===== src/wfv_div.sv =====
`default_nettype none
module wfv_div (
	input  wire          clk,
	input  wire          arst_n,
	input  wire          start,
	input  wire  [47:0]  n,
	input  wire  [47:0]  d,
	output logic         done,
	output logic [10:0]  q
);

	logic [47:0] r_q, dsh_q;
	logic [10:0] q_q;
	logic [3:0]  k_q;
	logic        busy_q, done_q;
	logic        ge;

	assign ge = (r_q >= dsh_q);

	always_ff @(posedge clk or negedge arst_n) begin
		if (!arst_n) begin
			busy_q <= 1'b0;
			done_q <= 1'b0;
			k_q    <= '0;
		end else begin
			done_q <= 1'b0;
			if (start) begin
				busy_q <= 1'b1;
				k_q    <= '0;
			end else if (busy_q) begin
				k_q <= k_q + 4'd1;
				if (k_q == 4'd10) begin
					busy_q <= 1'b0;
					done_q <= 1'b1;
				end
			end
		end
	end

	// restoring, 11 quotient bits; anything above 328 saturates downstream
	always_ff @(posedge clk) begin
		if (start) begin
			r_q   <= n;
			dsh_q <= {d[37:0], 10'b0};
			q_q   <= '0;
		end else if (busy_q) begin
			if (ge)
				r_q <= r_q - dsh_q;
			q_q   <= {q_q[9:0], ge};
			dsh_q <= dsh_q >> 1;
		end
	end

	assign done = done_q;
	assign q    = q_q;

endmodule
`default_nettype wire


===== config.mk =====
export PLATFORM = sky130hd
export DESIGN_NAME = wfv_div
export DESIGN_NICKNAME = d
export VERILOG_FILES = /design/src/wfv_div.sv
export SDC_FILE = /design/constraint.sdc
export NUM_CORES = 1
export LEC_CHECK = 0
export BUFFER_PORTS_ARGS = -buffer_cell sky130_fd_sc_hd__buf_2
export CORE_MARGIN = 1.5
export CORE_UTILIZATION = 35
export CTS_BUF_LIST = sky130_fd_sc_hd__clkbuf_4 sky130_fd_sc_hd__clkbuf_8
export CTS_CLUSTER_DIAMETER = 80
export DETAILED_ROUTE_END_ITERATION = 16
export HOLD_SLACK_MARGIN = 0.15
export PLACE_DENSITY = 0.63
export SLEW_MARGIN = 30
export SYNTH_ARGS = -nofsm -noshare
export SYNTH_HDL_FRONTEND = slang
export SYNTH_SLANG_ARGS = --single-unit

===== constraint.sdc =====
create_clock -name clk -period 5.61 [get_ports clk]
set_input_delay 1.122 -clock clk [delete_from_list [all_inputs] [get_ports clk]]
set_output_delay 1.122 -clock clk [all_outputs]
set_load 0.02 [all_outputs]

==> results by group <==
Worst setup path
  • Endpoint class of the critical path: flop
  • Critical path launch point: r_q[0]$_DFFE_PP_
  • Cell depth of the worst flop-to-flop path: 13
  • CP Data Required Time: approximately 5.8 ns
  • Capture point of the critical path: r_q[31]$_DFFE_PP_
  • CP Cell Sequence: inv_1, ha_1, inv_1, fa_1, a211oi_1, o21ai_1, a21oi_2, o21ai_1, a211oi_1, o21bai_1, a211oi_1, o21ai_4, buf_4
  • CP max stage delay: roughly 0.46 ns
  • Origin of the critical flop-to-flop path: r_q[0]$_DFFE_PP_
  • Critical-path cell with the highest stage delay: a211oi_1
  • WP data arrival: 4.27 ns
  • Type of origin of the critical path: flop
  • Most common cell on crit path: a211oi_1
  • R2r setup slk: 1.50 ns
  • Crit path buffers/inverters: 3
  • Reg2Reg Capture Point: r_q[31]$_DFFE_PP_
  • CP delay by family, top: compound AO/OA/AOI/OAI gates
  • Critical path class: reg -> reg
  • Highest fanout seen on the critical path: 28
  • Number of stages on the worst setup path: 13

Detailed routing
  • Wire length after detailed routing: approximately 19000 um
  • Drt via density: approximately 5.3
  • # DRC: 0
  • Number of nets with antenna violations after routing: 0
  • Starting DRT DRC Count: about 480
  • Total iterations of the first detailed-routing run: 4
  • Routed WL per cell: between 15 and 20 um
  • Via count: ~6500

Timing
  • Tmin final: 4.11 ns
  • Worst setup slack after layout: between 1 and 1.5 ns
  • Share of the clock period used by the worst path: approximately three quarters
  • RSZ-0062 raised after global routing: no
  • Transition time at the pin with the least slew margin: between 0.8 and 0.9 ns
  • Total negative slack for setup checks: 0 ns
  • Remaining max-slew budget at the tightest pin: 43.0%
  • Final clock skew: 0.0190 ns
  • Max Transition Viols Final: 0
  • Number of hold violations in the final report: 0
  • Final Setup Violations: 0
  • Highest achievable clock rate: ~0.24 GHz

Synthesis
  • Net count of the mapped netlist: just over 1000
  • Post-synth EDFFs: between 80 and 90
  • Cell types with the largest area share after synthesis: edfxtp_1 33%, ha_1 8.1%, nand2_1 5.8%
  • Number of synthesized register bits: 113
  • Number of cells produced by synthesis: about 860
  • Number of distinct library cell variants in the gate-level netlist after synthesis: 70
  • Synth Flop Type: edfxtp_1
  • Top-area cell type share of the netlist area: between 30% and 40%
  • Avg Synthesized Cell Area: 9.05 um^2
  • Most area-hungry cell type in the Yosys netlist: edfxtp_1
  • Synth Cell Area: between 0.007 and 0.008 mm^2
  • Asr flop ratio synth: 5.31%
  • Warnings from Yosys: 0
  • Part of the Yosys area used for sequential elements: approximately two fifths

Floorplan
  • Top-Level Pins: ~110
  • Horizontal die dimension: 152 um
  • Std cell rows: 54
  • Die area: approximately 0.023 mm^2
  • Die boundary height: 152 um
  • Core Box Area: 0.0218 mm^2
  • Starting density of the core: between 30% and 40%

Clock network
  • Root buf cell: clkbuf_8
  • Count of cells resized by post-cts repair: 0
  • CTS tree: built
  • TritonCTS Buffers: 17
  • CTS Sinks: around 110
  • Post-CTS Hold Fix Bufs: 0
  • Post-CTS setup repair buffer count: 0
  • Worst-skew pair later-pin latency: 0.46 ns
  • Htree depth: 4
  • Maximum buffer depth of the clock tree: 2
  • Clock slew at reported path FFs: 0.07 ns

Job
  • Max Cap Violations: 0

Final layout
  • Most frequent cells in the layout: 118 x nand2_1, 99 x buf_2, 86 x edfxtp_1
  • Most common cell after layout, fill and taps aside: nand2_1
  • Share of post-route cells with drive strength above 1: 15.8%
  • Util after Layout: about two fifths
  • Post-route cell area: 0.00885 mm^2
  • Total area of multi-input combinational cells: just over 0.004 mm^2
  • Register area: around 0.0032 mm^2
  • Filler cell count: about 2200
  • Number of nets at the end of the flow: about 1100
  • Area Growth Syn to Fin: 14.0%

Pwr
  • Peak supply drop: ~0.17 mV
  • PwrDens: around 520 mW/mm^2
  • Leakage power: around 3.9 nW

Place
  • Post-DP HPWL: ~14000 um
  • Number of input and output port buffers inserted: 100
  • Placer's final routability congestion estimate: 0.843
  • Pre-CTS worst setup slack: 1.52 ns
  • Cell area after placement: 0.00841 mm^2

GRT
  • Gr ovfl total: 0
  • Via count of the first global-routing pass: about 6400
  • Met1 track demand over resource in global routing: between 20% and 30%
  • Met3 track demand over resource in global routing: under 10%
  • Global route hottest layer: met2
  • First-pass GRT wire length: 31900 um
  • Antenna violations before repair: 2
  • Maximum number of pins on one net before global-route repair: 105
  • Met2 layer usage reported by global route: roughly a quarter
  • Combined global-route utilization of all metal layers: between 10% and 20%

Min path
  • Worst hold path class: in -> async

Run status
  • Result of the run: finished, final reports clean
-- cells in the mapped netlist, types with 13 or more instances --
library cell and n:
xor2_1 13, ha_1 50, nand4_1 18, dfxtp_1 21, xnor2_1 23, a21oi_1 60, o21ai_0 47, edfxtp_1 86
clkbuf_1 26, o21ai_1 17, mux2i_1 20, nand2_1 119, a21o_1 31, nor2_1 58, o31ai_1 42, o21bai_1 13
inv_1 65
-- cell families (layout without fill, tap and decap cells) --
logic type	Yosys count	count (layout)	share of synthesized area [%]
xor+xnor	36	36	4.06
simple gates	257	257	15.0
buf+inv	112	202	6.62
compound gates	268	268	22.7
flops	113	113	40.6
mux	21	21	2.72
other cells	0	2	0
fa+ha+maj	51	51	8.31
-- through the flow --
stage | cells | total power, W | hold slack [ns]
global route | 1228 | 0.00502 | 0.472
finish | 1230 | 0.00464 | 0.489
global placement | 1196 | 0.00372 | 0.474
floorplan | 858 | 0.00328 | 0.465
detailed placement | 1196 | 0.00375 | 0.504
CTS | 1228 | 0.00465 | 0.465
-- report_power, final --
group	switching, W	total [W]	internal [W]
Clock	0.000353	0.000884	0.000531
Sequential	0.0000755	0.00128	0.00121
Combinational	0.00149	0.00247	0.000981
-- registers in the layout (all words and copies together), names as in the netlist --
| signal | flops |
|---|---|
| done | 1 |
| dsh_q | 48 |
| busy_q | 1 |
| k_q | 4 |
| r_q | 48 |
| q | 11 |
-- final cells by class --
class                   count  share of cell area (%)
diodes                      2                  0.0565
clock buffers              19                    2.81
clock inverters            13                    2.16
inverters                  66                    2.80
multi-input cells         633                    46.5
flip-flops and latches    113                    35.6
well taps                 280                    3.96
repair buffers            104                    6.06
-- worst min path at each step --
stage                                startpoint                    end  cells after the start
final                                    arst_n     k_q[2]$_DFFE_PN0P_                      1
after global placement       q[10]$_SDFFE_PP0P_     q[10]$_SDFFE_PP0P_                      2
after detailed placement     q[10]$_SDFFE_PP0P_     q[10]$_SDFFE_PP0P_                      2
after global routing                     arst_n         done$_DFF_PN0_                      1
after floorplan           dsh_q[0]$_SDFFE_PP0P_  dsh_q[0]$_SDFFE_PP0P_                      2
after CTS                                arst_n         done$_DFF_PN0_                      1
-- layer usage --
layer / vias to the layer above / part of all wire, % / routed length [um]
met1: 3036 / 49 / 9280
li1: 3290 / - / -
met2: 117 / 45 / 8550
met3: 22 / 4.6 / 882
met5: - / 0 / 0
met4: 0 / 1.3 / 250
Note: power is estimated with default switching activity, not from simulation.
