===== config.mk =====
export PLATFORM = sky130hd
export DESIGN_NAME = wfv_cordic
export DESIGN_NICKNAME = d
export VERILOG_FILES = /design/src/wfv_pkg.sv /design/src/wfv_cordic.sv
export SDC_FILE = /design/constraint.sdc
export NUM_CORES = 1
export LEC_CHECK = 0
export BUFFER_PORTS_ARGS = -buffer_cell sky130_fd_sc_hd__buf_2
export CORE_MARGIN = 5
export CORE_UTILIZATION = 40
export DETAILED_ROUTE_END_ITERATION = 10
export SLEW_MARGIN = 5
export SYNTH_ARGS = -nofsm -noshare
export SYNTH_HDL_FRONTEND = slang
export SYNTH_SLANG_ARGS = --single-unit

===== constraint.sdc =====
create_clock -name clk -period 6.3 [get_ports clk]
set_clock_uncertainty 0.2 [all_clocks]
set_input_delay 0.945 -clock clk [delete_from_list [all_inputs] [get_ports clk]]
set_output_delay 0.945 -clock clk [all_outputs]
set_load 0.005 [all_outputs]

===== src/wfv_pkg.sv =====
`default_nettype none
package wfv_pkg;

	localparam int MAX_WAYPOINTS_DEF = 64;

	localparam logic [1:0] OP_APPEND = 2'd0;
	localparam logic [1:0] OP_POSE   = 2'd1;
	localparam logic [1:0] OP_CANCEL = 2'd2;

	localparam logic [2:0] NS_IDLE      = 3'd0;
	localparam logic [2:0] NS_NAV       = 3'd1;
	localparam logic [2:0] NS_REACHED   = 3'd2;
	localparam logic [2:0] NS_CANCELLED = 3'd3;
	localparam logic [2:0] NS_ABORTED   = 3'd4;

	localparam logic [2:0] CFG_MAX_LIN  = 3'd0;
	localparam logic [2:0] CFG_MAX_ANG  = 3'd1;
	localparam logic [2:0] CFG_GOAL_TOL = 3'd2;
	localparam logic [2:0] CFG_WP_TOL   = 3'd3;
	localparam logic [2:0] CFG_HEAD_THR = 3'd4;

	localparam logic [12:0] RST_MAX_LIN  = 13'd1229;
	localparam logic [13:0] RST_MAX_ANG  = 14'd3277;
	localparam logic [12:0] RST_GOAL_TOL = 13'd154;
	localparam logic [12:0] RST_WP_TOL   = 13'd256;
	localparam logic [13:0] RST_HEAD_THR = 14'd2048;

	localparam logic signed [17:0] PI_Q12      = 18'sd12868;
	localparam logic signed [17:0] TWO_PI_Q12  = 18'sd25736;
	localparam logic signed [17:0] HALF_PI_Q12 = 18'sd6434;
	localparam logic signed [19:0] PI_Q16      = 20'sd205887;
	localparam logic signed [31:0] CORDIC_GAIN = 32'sd39797;
	localparam logic [16:0]        COS_ONE     = 17'd65536;
	localparam logic [10:0]        FINAL_CAP   = 11'd328;

	typedef logic signed [31:0] cxy_t;
	typedef logic signed [19:0] cz_t;

	typedef struct packed {
		logic start;
		logic rotate;
	} cordic_ctl_t;

	function automatic logic [15:0] ang_tab(input logic [3:0] i);
		logic [15:0] v;
		case (i)
			4'd0:  v = 16'd51472;
			4'd1:  v = 16'd30386;
			4'd2:  v = 16'd16055;
			4'd3:  v = 16'd8150;
			4'd4:  v = 16'd4091;
			4'd5:  v = 16'd2047;
			4'd6:  v = 16'd1024;
			4'd7:  v = 16'd512;
			4'd8:  v = 16'd256;
			4'd9:  v = 16'd128;
			4'd10: v = 16'd64;
			4'd11: v = 16'd32;
			4'd12: v = 16'd16;
			4'd13: v = 16'd8;
			4'd14: v = 16'd4;
			default: v = 16'd2;
		endcase
		return v;
	endfunction

	function automatic logic signed [14:0] clamp_sym(input logic signed [19:0] v,
			input logic [13:0] lim);
		logic signed [19:0] l;
		logic signed [19:0] r;
		l = signed'(20'(lim));
		if (v > l)
			r = l;
		else if (v < -l)
			r = -l;
		else
			r = v;
		return 15'(r);
	endfunction

endpackage
`default_nettype wire


===== src/wfv_cordic.sv =====
`default_nettype none
module wfv_cordic (
	input  wire                      clk,
	input  wire                      arst_n,
	input  wfv_pkg::cordic_ctl_t     ctl,
	input  wfv_pkg::cxy_t            x0,
	input  wfv_pkg::cxy_t            y0,
	input  wfv_pkg::cz_t             z0,
	output logic                     done,
	output wfv_pkg::cxy_t            x,
	output wfv_pkg::cz_t             z
);

	wfv_pkg::cxy_t x_q, y_q, xs, ys;
	wfv_pkg::cz_t  z_q, a;
	logic [3:0]    it_q;
	logic          busy_q, rot_q, done_q;
	logic          dir;

	assign xs  = x_q >>> it_q;
	assign ys  = y_q >>> it_q;
	assign a   = signed'(20'(wfv_pkg::ang_tab(it_q)));
	// dir high: rotate counterclockwise
	assign dir = rot_q ? (z_q >= 0) : (y_q < 0);

	always_ff @(posedge clk or negedge arst_n) begin
		if (!arst_n) begin
			busy_q <= 1'b0;
			done_q <= 1'b0;
			it_q   <= '0;
			rot_q  <= 1'b0;
		end else begin
			done_q <= 1'b0;
			if (ctl.start) begin
				busy_q <= 1'b1;
				it_q   <= '0;
				rot_q  <= ctl.rotate;
			end else if (busy_q) begin
				it_q <= it_q + 4'd1;
				if (it_q == 4'd15) begin
					busy_q <= 1'b0;
					done_q <= 1'b1;
				end
			end
		end
	end

	always_ff @(posedge clk) begin
		if (ctl.start) begin
			if (!ctl.rotate && x0 < 0) begin
				x_q <= -x0;
				y_q <= -y0;
				z_q <= (y0 >= 0) ? wfv_pkg::PI_Q16 : -wfv_pkg::PI_Q16;
			end else begin
				x_q <= x0;
				y_q <= y0;
				z_q <= z0;
			end
		end else if (busy_q) begin
			if (dir) begin
				x_q <= x_q - ys;
				y_q <= y_q + xs;
				z_q <= rot_q ? z_q - a : z_q - a;
			end else begin
				x_q <= x_q + ys;
				y_q <= y_q - xs;
				z_q <= z_q + a;
			end
		end
	end

	assign done = done_q;
	assign x    = x_q;
	assign z    = z_q;

endmodule
`default_nettype wire


==> key figures, run 1 <==
Setup path
  • Startpoint types: register
  • Worst-path fanout max: 12
  • Worst reg-to-reg setup slack: between 0.4 and 0.5 ns
  • Kind of critical path: reg2reg
  • Worst path arrival time: 5.79 ns
  • Critical path endpoint category: register
  • CP required: 6.21 ns

Detailed routing
  • Final wirelength: between 40000 and 50000 um
  • Avg WL per Cell: roughly 20 um
  • DRT Pass-1 Iters: 5
  • Vias: 13848
  • Via density: between 6 and 7
  • Iter 0 DRT Violations: 897
  • Final ANT Viol Nets: 0
  • Remaining DRCs: 0

Final layout
  • Syn-to-layout area delta: 10.8%
  • Share of cells above drive strength 1: 18.3%
  • Post-Layout Cell Count: roughly 2300
  • N_diodes: 0
  • Fin nets: between 2000 and 2500
  • Final core utilization: between 40% and 50%
  • Filler cells: approximately 3600

Clock tree
  • TritonCTS buffer count: 9
  • Clock slew at reported path FFs: roughly 0.080 ns
  • CTS sink count: ~90
  • Htree depth: 3
  • Clk buf depth: 2
  • CTS tree: built
  • CTS root buffer: clkbuf_16
  • Worst skew pair latency: 0.38 ns
  • CTS hold repair buffers: 0

Floorplan
  • Top Ports: roughly 140
  • Die H: 201 um
  • Core area: 35700 sq um
  • Die area: between 40000 and 50000 sq um
  • Row cnt: slightly below 70
  • Initial Util: 40.7%
  • Die W: ~200 um

Yosys
  • Yosys top cell by area: edfxtp_1
  • Synth Register Bits: 91
  • Compound-gate portion of the synthesized area: 22.0%
  • Synth area leaders: edfxtp_1, mux4_2, ha_1
  • Top post-synthesis cells by count: a21oi_1, nand2_1, nor2_1, o21ai_0, xnor2_1
  • Post-synth ARST share: slightly below 8%
  • Yosys top cell area share: 17.4%
  • Ys flop type: edfxtp_1
  • Number of flops mapped to enable cells by yosys: 84
  • Synth Area in XOR/XNOR: between 10% and 20%
  • Largest family of logic cells by synthesized area: compound AO/OA/AOI/OAI gates
  • Simple-Gate Fraction of Synth Area: ~17%
  • Mapped cell area: approximately 15000 sq um
  • Adder-Cell Fraction of Synth Area: a little under a tenth
  • Avg Cell Area, Syn: 8.40 sq um
  • Distinct cell type count after synthesis: 82
  • Cell with the most instances after synthesis: a21oi_1
  • Syn Nets: just under 2000
  • Post-synthesis mux area share: approximately 17%
  • Seq/Total Area, Yosys: a little under a fifth
  • Yosys warning count: 0
  • Synthesized instance count: around 1700

Place
  • Placed Cells: approximately 2300
  • Input/output buffers: between 100 and 150
  • HPWL after DPL: 36600 um
  • RePlAce Congestion: about 0.9

Timing
  • Fin. Hold Viols: 0
  • Post-route minimum period: 5.88 ns
  • Worst Tran Pin Value: ~1.1 ns
  • FMAX: 170 MHz
  • Setup TNS: 0 ns
  • RSZ-0062 raised after global routing: false
  • Final period util: 93.3%
  • Relative slew slack: a little over a quarter
  • Max Slew Vio Count: 0
  • Final setup fails: 0

GRT
  • Total track usage: 22.5%
  • Grt ovf: 0
  • Initial antenna violation count: 0
  • First-pass GRT wire length: between 70000 and 80000 um
  • Number of global-route vias before repair: 13605
  • Pin count of the biggest net entering global routing: 75

Hold path
  • Hold Path Class: in2async

Run
  • Max_cap viols: 0

Status
  • Outcome: completed
## metrics by stage
stage / area, sq um / hold WS (ns) / setup slack (ns)
after detailed placement: 15800 / 0.436 / 0.00874
final: 16100 / 0.211 / 0.421
after global routing: 16100 / 0.213 / 0.00822
after CTS: 16100 / 0.200 / 0.00620
after global placement: 15800 / 0.417 / 0.0783
after floorplan: 14500 / 0.328 / 0.509
## registers in the layout (all words and copies together), names as in the netlist
signal / count
it_q: 4
done: 1
z: 20
busy_q: 1
y_q: 32
x: 32
rot_q: 1
## cell families after synthesis
logic type                 count (synthesis)
AOI/OAI and AO/OA                        518
xor gates and xnor gates                 195
adders and majority gates                105
buffers and inverters                    143
DFF                                       91
muxes                                    156
and+or+nand+nor                          523
## cell usage in the layout, fill, tap and decap left out, types with 12 or more instances in the layout
cell and n:
a211oi_1 15, a21o_1 24, a21oi_1 186, a31oi_1 27
and2_1 23, and3_1 13, buf_2 139, buf_4 45
edfxtp_1 84, ha_1 102, inv_1 50, mux2_2 41
mux2i_1 48, mux4_2 62, nand2_1 157, nand2b_1 19
nand3_1 30, nor2_1 157, nor3_1 28, nor4_1 15
o211ai_1 12, o21a_1 23, o21ai_0 113, o21bai_1 15
o22ai_1 13, o31ai_1 26, or3_1 12, xnor2_1 105
xor2_1 90
## final timing paths
check,start,endpoint,cells past startpoint
setup / recovery,it_q[1]$_DFFE_PN0P_,y_q[31]$_DFFE_PP_,16
hold / removal,arst_n,it_q[2]$_DFFE_PN0P_,1
setup reg to reg,it_q[1]$_DFFE_PN0P_,y_q[31]$_DFFE_PP_,16
hold reg to reg,rot_q$_DFFE_PN0P_,rot_q$_DFFE_PN0P_,1
min in group clk,rot_q$_DFFE_PN0P_,rot_q$_DFFE_PN0P_,1
max in group asynchronous,arst_n,it_q[1]$_DFFE_PN0P_,1
## routing by layer
layer | share of wire, % | GRT usage [%] | up-vias
li1 | - | - | 6691
met1 | 44 | 29.5 | 6650
met2 | 47 | 37.5 | 430
met3 | 5.7 | 3.63 | 77
met4 | 3.3 | 8.46 | 0
met5 | 0 | 0 | -
## worst max-delay path: stages (launching register included)
cell	delay [ns]
dfrtp_4	0.57
buf_8	0.21
mux4_1	0.62
mux4_2	0.52
nor2_2	0.19
o2111ai_2	0.23
or4_4	0.61
o21ai_0	0.22
xor2_1	0.18
ha_1	0.32
a211o_1	0.30
a211oi_1	0.38
a21oi_1	0.21
o41ai_1	0.45
a21oi_1	0.14
xnor2_1	0.17
mux2i_1	0.09
## what timing repair did
item                       CTS  global route
setup endpoints to repair    0            12
setup buffers                0             2
hold endpoints to repair     0             0
resized for setup            0             2
## area by class of cell
cell class	count	area, sq um	share of cell area, %
multi-input cells	1497	11300	70.0
flip-flops and latches	91	2710	16.8
repair buffers	187	1090	6.76
well taps	461	577	3.58
clock buffers	16	262	1.62
inverters	53	199	1.24
Power of run 1 is not shown: default switching activity piles up to over one toggle a cycle in this logic, so the estimate is an artifact.
==> inputs of run 2 (changes only) <==
BUFFER_PORTS_ARGS = -buffer_cell sky130_fd_sc_hd__buf_4   (was -buffer_cell sky130_fd_sc_hd__buf_2)
clock period = 5.4 ns   (was 6.3 ns; I/O delays follow)
==> run 2 against run 1 <==
Setup slack lost 0.44 ns. Count of clock-buffer cells in the layout shrank 7. Non-clock buffer count grew 292. Fmax grew 8.5%. Highest routed layer unchanged. Core utilization grew 9.3 points. Final cell count grew 13%. Critical path type unchanged. Sequential share of layout area shrank 2.9 points. The flow now finishes with violations (setup timing). Via count grew 10%. Hold slack lost 0.16 ns. Largest cell class unchanged. Routed wire length grew 13%.
==> key figures, run 2 (synthesis results as in run 1) <==
Final layout
  • Final core utilization: 54.4% (+9.3 points)
  • Fin area: 19400 sq um (+21%)
  • Filler cells: 3305 (-8.3%)
  • Commonest non-fill, non-tap cells in the layout: buf_4, a21oi_1, nand2_1
  • Register area: 2710 sq um (unchanged)
  • N_diodes: 0 (unchanged)
  • Multi-input combinational cell area: 11900 sq um (+5.5%)
  • Syn-to-layout area delta: 33.7%
  • Leading cell type in the layout, fill and taps excluded: buf_4
  • Share of cells above drive strength 1: 34.3% (+16 points)
  • Fin nets: 2324 (+14%)

Run
  • Max_cap viols: 0 (unchanged)

Timing
  • Final worst slack: -0.0210 ns (-0.442 ns)
  • RSZ-0062 raised after global routing: true
  • FMAX: 184 MHz (+8.5%)
  • Fin. Hold Viols: 0 (unchanged)
  • Post-route minimum period: 5.42 ns (-0.458 ns)
  • Final period util: 100% (+7.1 points)
  • Worst Tran Pin Value: 1.12 ns (+0.0205 ns)
  • Final setup fails: 2 (+2)
  • Max Slew Vio Count: 0 (unchanged)
  • Relative slew slack: 24.9% (-1.4 points)

GRT
  • Number of global-route vias before repair: 15045 (+11%)
  • Grt ovf: 0 (unchanged)
  • Pin count of the biggest net entering global routing: 71 (-5.3%)
  • First-pass GRT wire length: 82300 um (+11%)
  • Initial antenna violation count: 0 (unchanged)
  • Total track usage: 25.2% (+2.7 points)

Place
  • Placed cell area: 18100 sq um (+15%)
  • RePlAce Congestion: 0.953 (+5.5%)
  • Pre-CTS WS: -0.239 ns (-0.247 ns)
  • HPWL after DPL: 41000 um (+12%)
  • Input/output buffers: 140 (unchanged)

Detailed routing
  • DRT Pass-1 Iters: 5 (unchanged)
  • Vias: 15266 (+10%)
  • Iter 0 DRT Violations: 1122 (+25%)
  • Remaining DRCs: 0 (unchanged)
  • Final wirelength: 53000 um (+13%)
  • Via density: 5.88 (-2.2%)
  • Avg WL per Cell: 20.4 um (+0.20%)
  • Final ANT Viol Nets: 0 (unchanged)

Setup path
  • Worst-path fanout max: 3 (-9)
  • Worst path max stage delay: 0.50 ns (-0.12 ns)
  • Cell repeated most along the worst path: buf_4
  • Critical path endpoint category: register
  • Worst path arrival time: 5.34 ns (-0.45 ns)
  • Worst reg-to-reg setup slack: -0.02 ns (-0.44 ns)
  • Startpoint types: register
  • Crit-path slowest cell: edfxtp_1
  • Kind of critical path: reg2reg
  • Crit-path cells: buf_4, mux4_2, buf_4, mux2_2, mux2i_2, o211ai_1, nor4b_4, buf_4, a31oi_4, xnor2_2, ha_1, o21ai_1, nor2_2, o41ai_2, o221ai_2, or2_4, a21o_1, a211o_1, a31oi_2, a21oi_1
  • CP bufs+invs: 3 (+2)
  • Cell family with most CP delay: compound AO/OA/AOI/OAI gates
  • CP required: 5.32 ns (-0.89 ns)

Clock tree
  • Clk buf depth: 2 (unchanged)
  • CTS tree: built
  • CTS hold repair buffers: 0 (unchanged)
  • Clock slew at reported path FFs: 0.08 ns (about the same)
  • CTS sink count: 91 (unchanged)
  • TritonCTS buffer count: 9 (unchanged)
  • Htree depth: 3 (unchanged)
  • CTS root buffer: clkbuf_16
  • Worst skew pair latency: 0.39 ns (about the same)

Floorplan
  • Die W: 201 um (unchanged)
  • Core area: 35700 sq um (unchanged)
  • Initial Util: 40.7% (unchanged)
  • Top Ports: 141 (unchanged)
  • Row cnt: 69 (unchanged)
  • Die area: 40200 sq um (unchanged)
  • Die H: 201 um (unchanged)

Status
  • Outcome: finished with violations
  • Failing checks: setup timing

Hold path
  • Hold Path Class: in2async
-- run 2: cell types whose count changed in the layout (fill, tap and decap cells not counted), sizes merged --
cell and delta:
clkinv +4, bufinv +2, clkbuf -7, inv +1, buf +292
-- run 2: worst register-to-register path: cells and delay by family, from the launching register on --
family	cells	cell delay [ns]
adder cells (fa/ha/maj)	1	0.31
flip-flops	1	0.50
multiplexers	3	0.96
XOR/XNOR	1	0.15
AND/OR/NAND/NOR	3	0.79
buffers and inverters	3	0.57
AO/OA/AOI/OAI	9	1.67
-- run 2: timing repair --
action | CTS | global route
buffers inserted | 7 | 36
endpoints found under the setup margin | 16 | 33
gates resized for setup | 23 | 165
pin swaps | 5 | 83
-- run 2: stage by stage --
step	instances	setup TNS [ns]	hold slack, ns
6_report	2597	-0.0241	0.0467
5_1_grt	2597	-1.24	0.0444
4_1_cts	2563	-0.0670	0.0347
3_5_place_dp	2540	-1.79	0.444
3_3_place_gp	2540	-0.737	0.421
2_1_floorplan	1731	0	0.314
-- run 2: routing by layer --
layer  vias up  global-route usage, %  share of wire (%)
met4         0                   8.26                3.4
met2       537                   43.3                 48
met1      7337                   32.3                 42
met3       113                   4.38                6.0
li1       7279                      -                  -
met5         -                      0                  0
-- run 2: area by class of cell --
| cell class | instances | share of cell area (%) |
|---|---|---|
| Clock inverter | 7 | 0.425 |
| Tap cell | 461 | 2.97 |
| Timing Repair Buffer | 479 | 19.3 |
| Clock buffer | 9 | 1.16 |
| Inverter | 53 | 1.02 |
| Sequential cell | 91 | 13.9 |
| Multi-Input combinational cell | 1497 | 61.2 |
-- run 2: final timing paths --
kind | from | to | depth (start not counted)
worst max-delay path | y_q[17]$_DFFE_PP_ | x[27]$_DFFE_PP_ | 20
worst min-delay path | arst_n | it_q[2]$_DFFE_PN0P_ | 1
worst max register to register | y_q[17]$_DFFE_PP_ | x[27]$_DFFE_PP_ | 20
worst min register to register | rot_q$_DFFE_PN0P_ | rot_q$_DFFE_PN0P_ | 1
max in group asynchronous | arst_n | it_q[1]$_DFFE_PN0P_ | 1
min in group clk | rot_q$_DFFE_PN0P_ | rot_q$_DFFE_PN0P_ | 1
Power of run 2 is left out for the same reason.
==> inputs of run 3 (changes only) <==
CORE_UTILIZATION = 65   (was 40)
PLACE_DENSITY = 0.86   (was default)
clock period = 6.42 ns   (was 5.4 ns; I/O delays follow)
==> run 3 against run 2 <==
The run now ends clean. Register-to-register slack better by 0.43 ns. Setup slack improved by 0.43 ns. Via count is 6.7% lower. First-iteration DRC count rose by 48%. Critical path depth is 4 lower. Sequential cell count stayed put. Sequential share of layout area increased by 2.9 points. Non-clock buffer count decreased by 305. Routed wire length shrank 17%. Count of clock-buffer cells in the layout is 2 higher. Global-route usage grew 8.0 points. Die area down 37%.
==> key figures, run 3 (synthesis results as in run 1) <==
Status
  • Outcome: completed

Timing
  • FMAX: 166 MHz (-9.8%)
  • Max Slew Vio Count: 0 (unchanged)
  • Worst Tran Pin Value: 1.10 ns (-0.0206 ns)
  • Post-route minimum period: 6.01 ns (+0.589 ns)
  • Setup TNS: 0 ns (+0.0241 ns)
  • Final setup fails: 0 (-2)
  • Fin. Hold Viols: 0 (unchanged)
  • RSZ-0062 raised after global routing: false
  • Relative slew slack: 26.7% (+1.8 points)
  • Final period util: 93.6% (-6.8 points)

Final layout
  • Register area: 2710 sq um (+0.19%)
  • Syn-to-layout area delta: 11.2%
  • N_diodes: 0 (unchanged)
  • Multi-input combinational cell area: 11300 sq um (-5.2%)
  • Final core utilization: 73.8% (+19 points)
  • Leading cell type in the layout, fill and taps excluded: a21oi_1
  • Filler cells: 1740 (-47%)
  • Fin nets: 2019 (-13%)
  • Share of cells above drive strength 1: 18.0% (-16 points)
  • Commonest non-fill, non-tap cells in the layout: a21oi_1, buf_4, nand2_1, nor2_1, o21ai_0

Detailed routing
  • Vias: 14237 (-6.7%)
  • Final ANT Viol Nets: 0 (unchanged)
  • Iter 0 DRT Violations: 1660 (+48%)
  • Avg WL per Cell: 20.8 um (+1.8%)
  • Final wirelength: 43800 um (-17%)
  • Via density: 6.74 (+15%)
  • Remaining DRCs: 0 (unchanged)
  • DRT Pass-1 Iters: 6 (+1)

GRT
  • Pin count of the biggest net entering global routing: 78 (+9.9%)
  • First-pass GRT wire length: 70600 um (-14%)
  • Grt ovf: 0 (unchanged)
  • Total track usage: 33.2% (+8.0 points)
  • Number of global-route vias before repair: 13733 (-8.7%)
  • Initial antenna violation count: 0 (unchanged)

Setup path
  • Worst Setup SP: it_q[1]$_DFFE_PN0P_
  • Crit-path cells: buf_12, mux4_1, mux4_2, nor2_2, o2111ai_2, or4_4, o21ai_0, xor2_1, ha_1, a211o_1, a211oi_1, a21oi_1, o21ai_0, a21oi_1, or3_1, a31o_2
  • Startpoint types: register
  • Worst path max stage delay: 0.67 ns (+0.17 ns)
  • Critical R2R Launch: it_q[1]$_DFFE_PN0P_
  • CP required: 6.34 ns (+1.02 ns)
  • Critical path endpoint category: register
  • Cell family with most CP delay: compound AO/OA/AOI/OAI gates
  • Crit-path slowest cell: dfrtp_4
  • Worst path arrival time: 5.93 ns (+0.59 ns)
  • Kind of critical path: reg2reg
  • CP bufs+invs: 1 (-2)
  • Worst-path fanout max: 21 (+18)

Clock tree
  • Worst skew pair latency: 0.36 ns (-0.03 ns)
  • CTS sink count: 91 (unchanged)
  • CTS hold repair buffers: 0 (unchanged)
  • Htree depth: 3 (unchanged)
  • CTS root buffer: clkbuf_16
  • Clk buf depth: 2 (unchanged)
  • TritonCTS buffer count: 9 (unchanged)
  • CTS tree: built
  • Clock slew at reported path FFs: 0.07 ns (about the same)

Place
  • Input/output buffers: 140 (unchanged)
  • HPWL after DPL: 33000 um (-20%)
  • RePlAce Congestion: 0.953 (about the same)

Floorplan
  • Top Ports: 141 (unchanged)
  • Core area: 21900 sq um (-39%)
  • Initial Util: 66.4% (+26 points)
  • Row cnt: 54 (-22%)
  • Die area: 25400 sq um (-37%)
  • Die W: 160 um (-20%)
  • Die H: 160 um (-20%)

Run
  • Max_cap viols: 0 (unchanged)

Hold path
  • Hold Path Class: in2async
-- run 3: cell type report --
class / count / area share (%)
clock buffers: 11 / 1.44
clock inverters: 5 / 0.387
inverters: 53 / 1.23
multi-input cells: 1497 / 69.8
flip-flops and latches: 91 / 16.8
well taps: 280 / 2.17
repair buffers: 174 / 8.24
-- run 3: worst paths after layout --
kind / cells past startpoint / endpoint / slack [ns]
setup / recovery: 16 / y_q[23]$_DFFE_PP_ / 0.41
hold reg to reg: 1 / rot_q$_DFFE_PN0P_ / 0.45
setup reg to reg: 16 / y_q[23]$_DFFE_PP_ / 0.41
hold / removal: 1 / rot_q$_DFFE_PN0P_ / 0.21
max in group asynchronous: 1 / it_q[3]$_DFFE_PN0P_ / 5.66
min in group clk: 1 / rot_q$_DFFE_PN0P_ / 0.45
-- run 3: what timing repair did --
action	CTS	global route
resized for setup	0	6
setup endpoints to repair	0	9
setup buffers	0	1
endpoints found under the hold margin	0	0
-- run 3: metal layers --
layer | up-vias | share of wire (%) | track usage, %
met3 | 158 | 9.1 | 6.63
met1 | 6659 | 40 | 42.5
li1 | 6665 | - | -
met4 | 0 | 5.4 | 16.4
met5 | - | 0 | 0
met2 | 755 | 46 | 53.8
-- run 3: per-stage QoR --
step                hold slack [ns]  instance area, sq um  worst slack (ns)  instances
detailed placement            0.429                 15800             0.264       2094
global placement              0.417                 15800             0.445       2094
global route                  0.207                 16200            0.0112       2111
floorplan                     0.328                 14500             0.629       1731
CTS                           0.200                 16100             0.232       2110
finish                        0.207                 16200             0.410       2111
Power of run 3 is left out for the same reason.
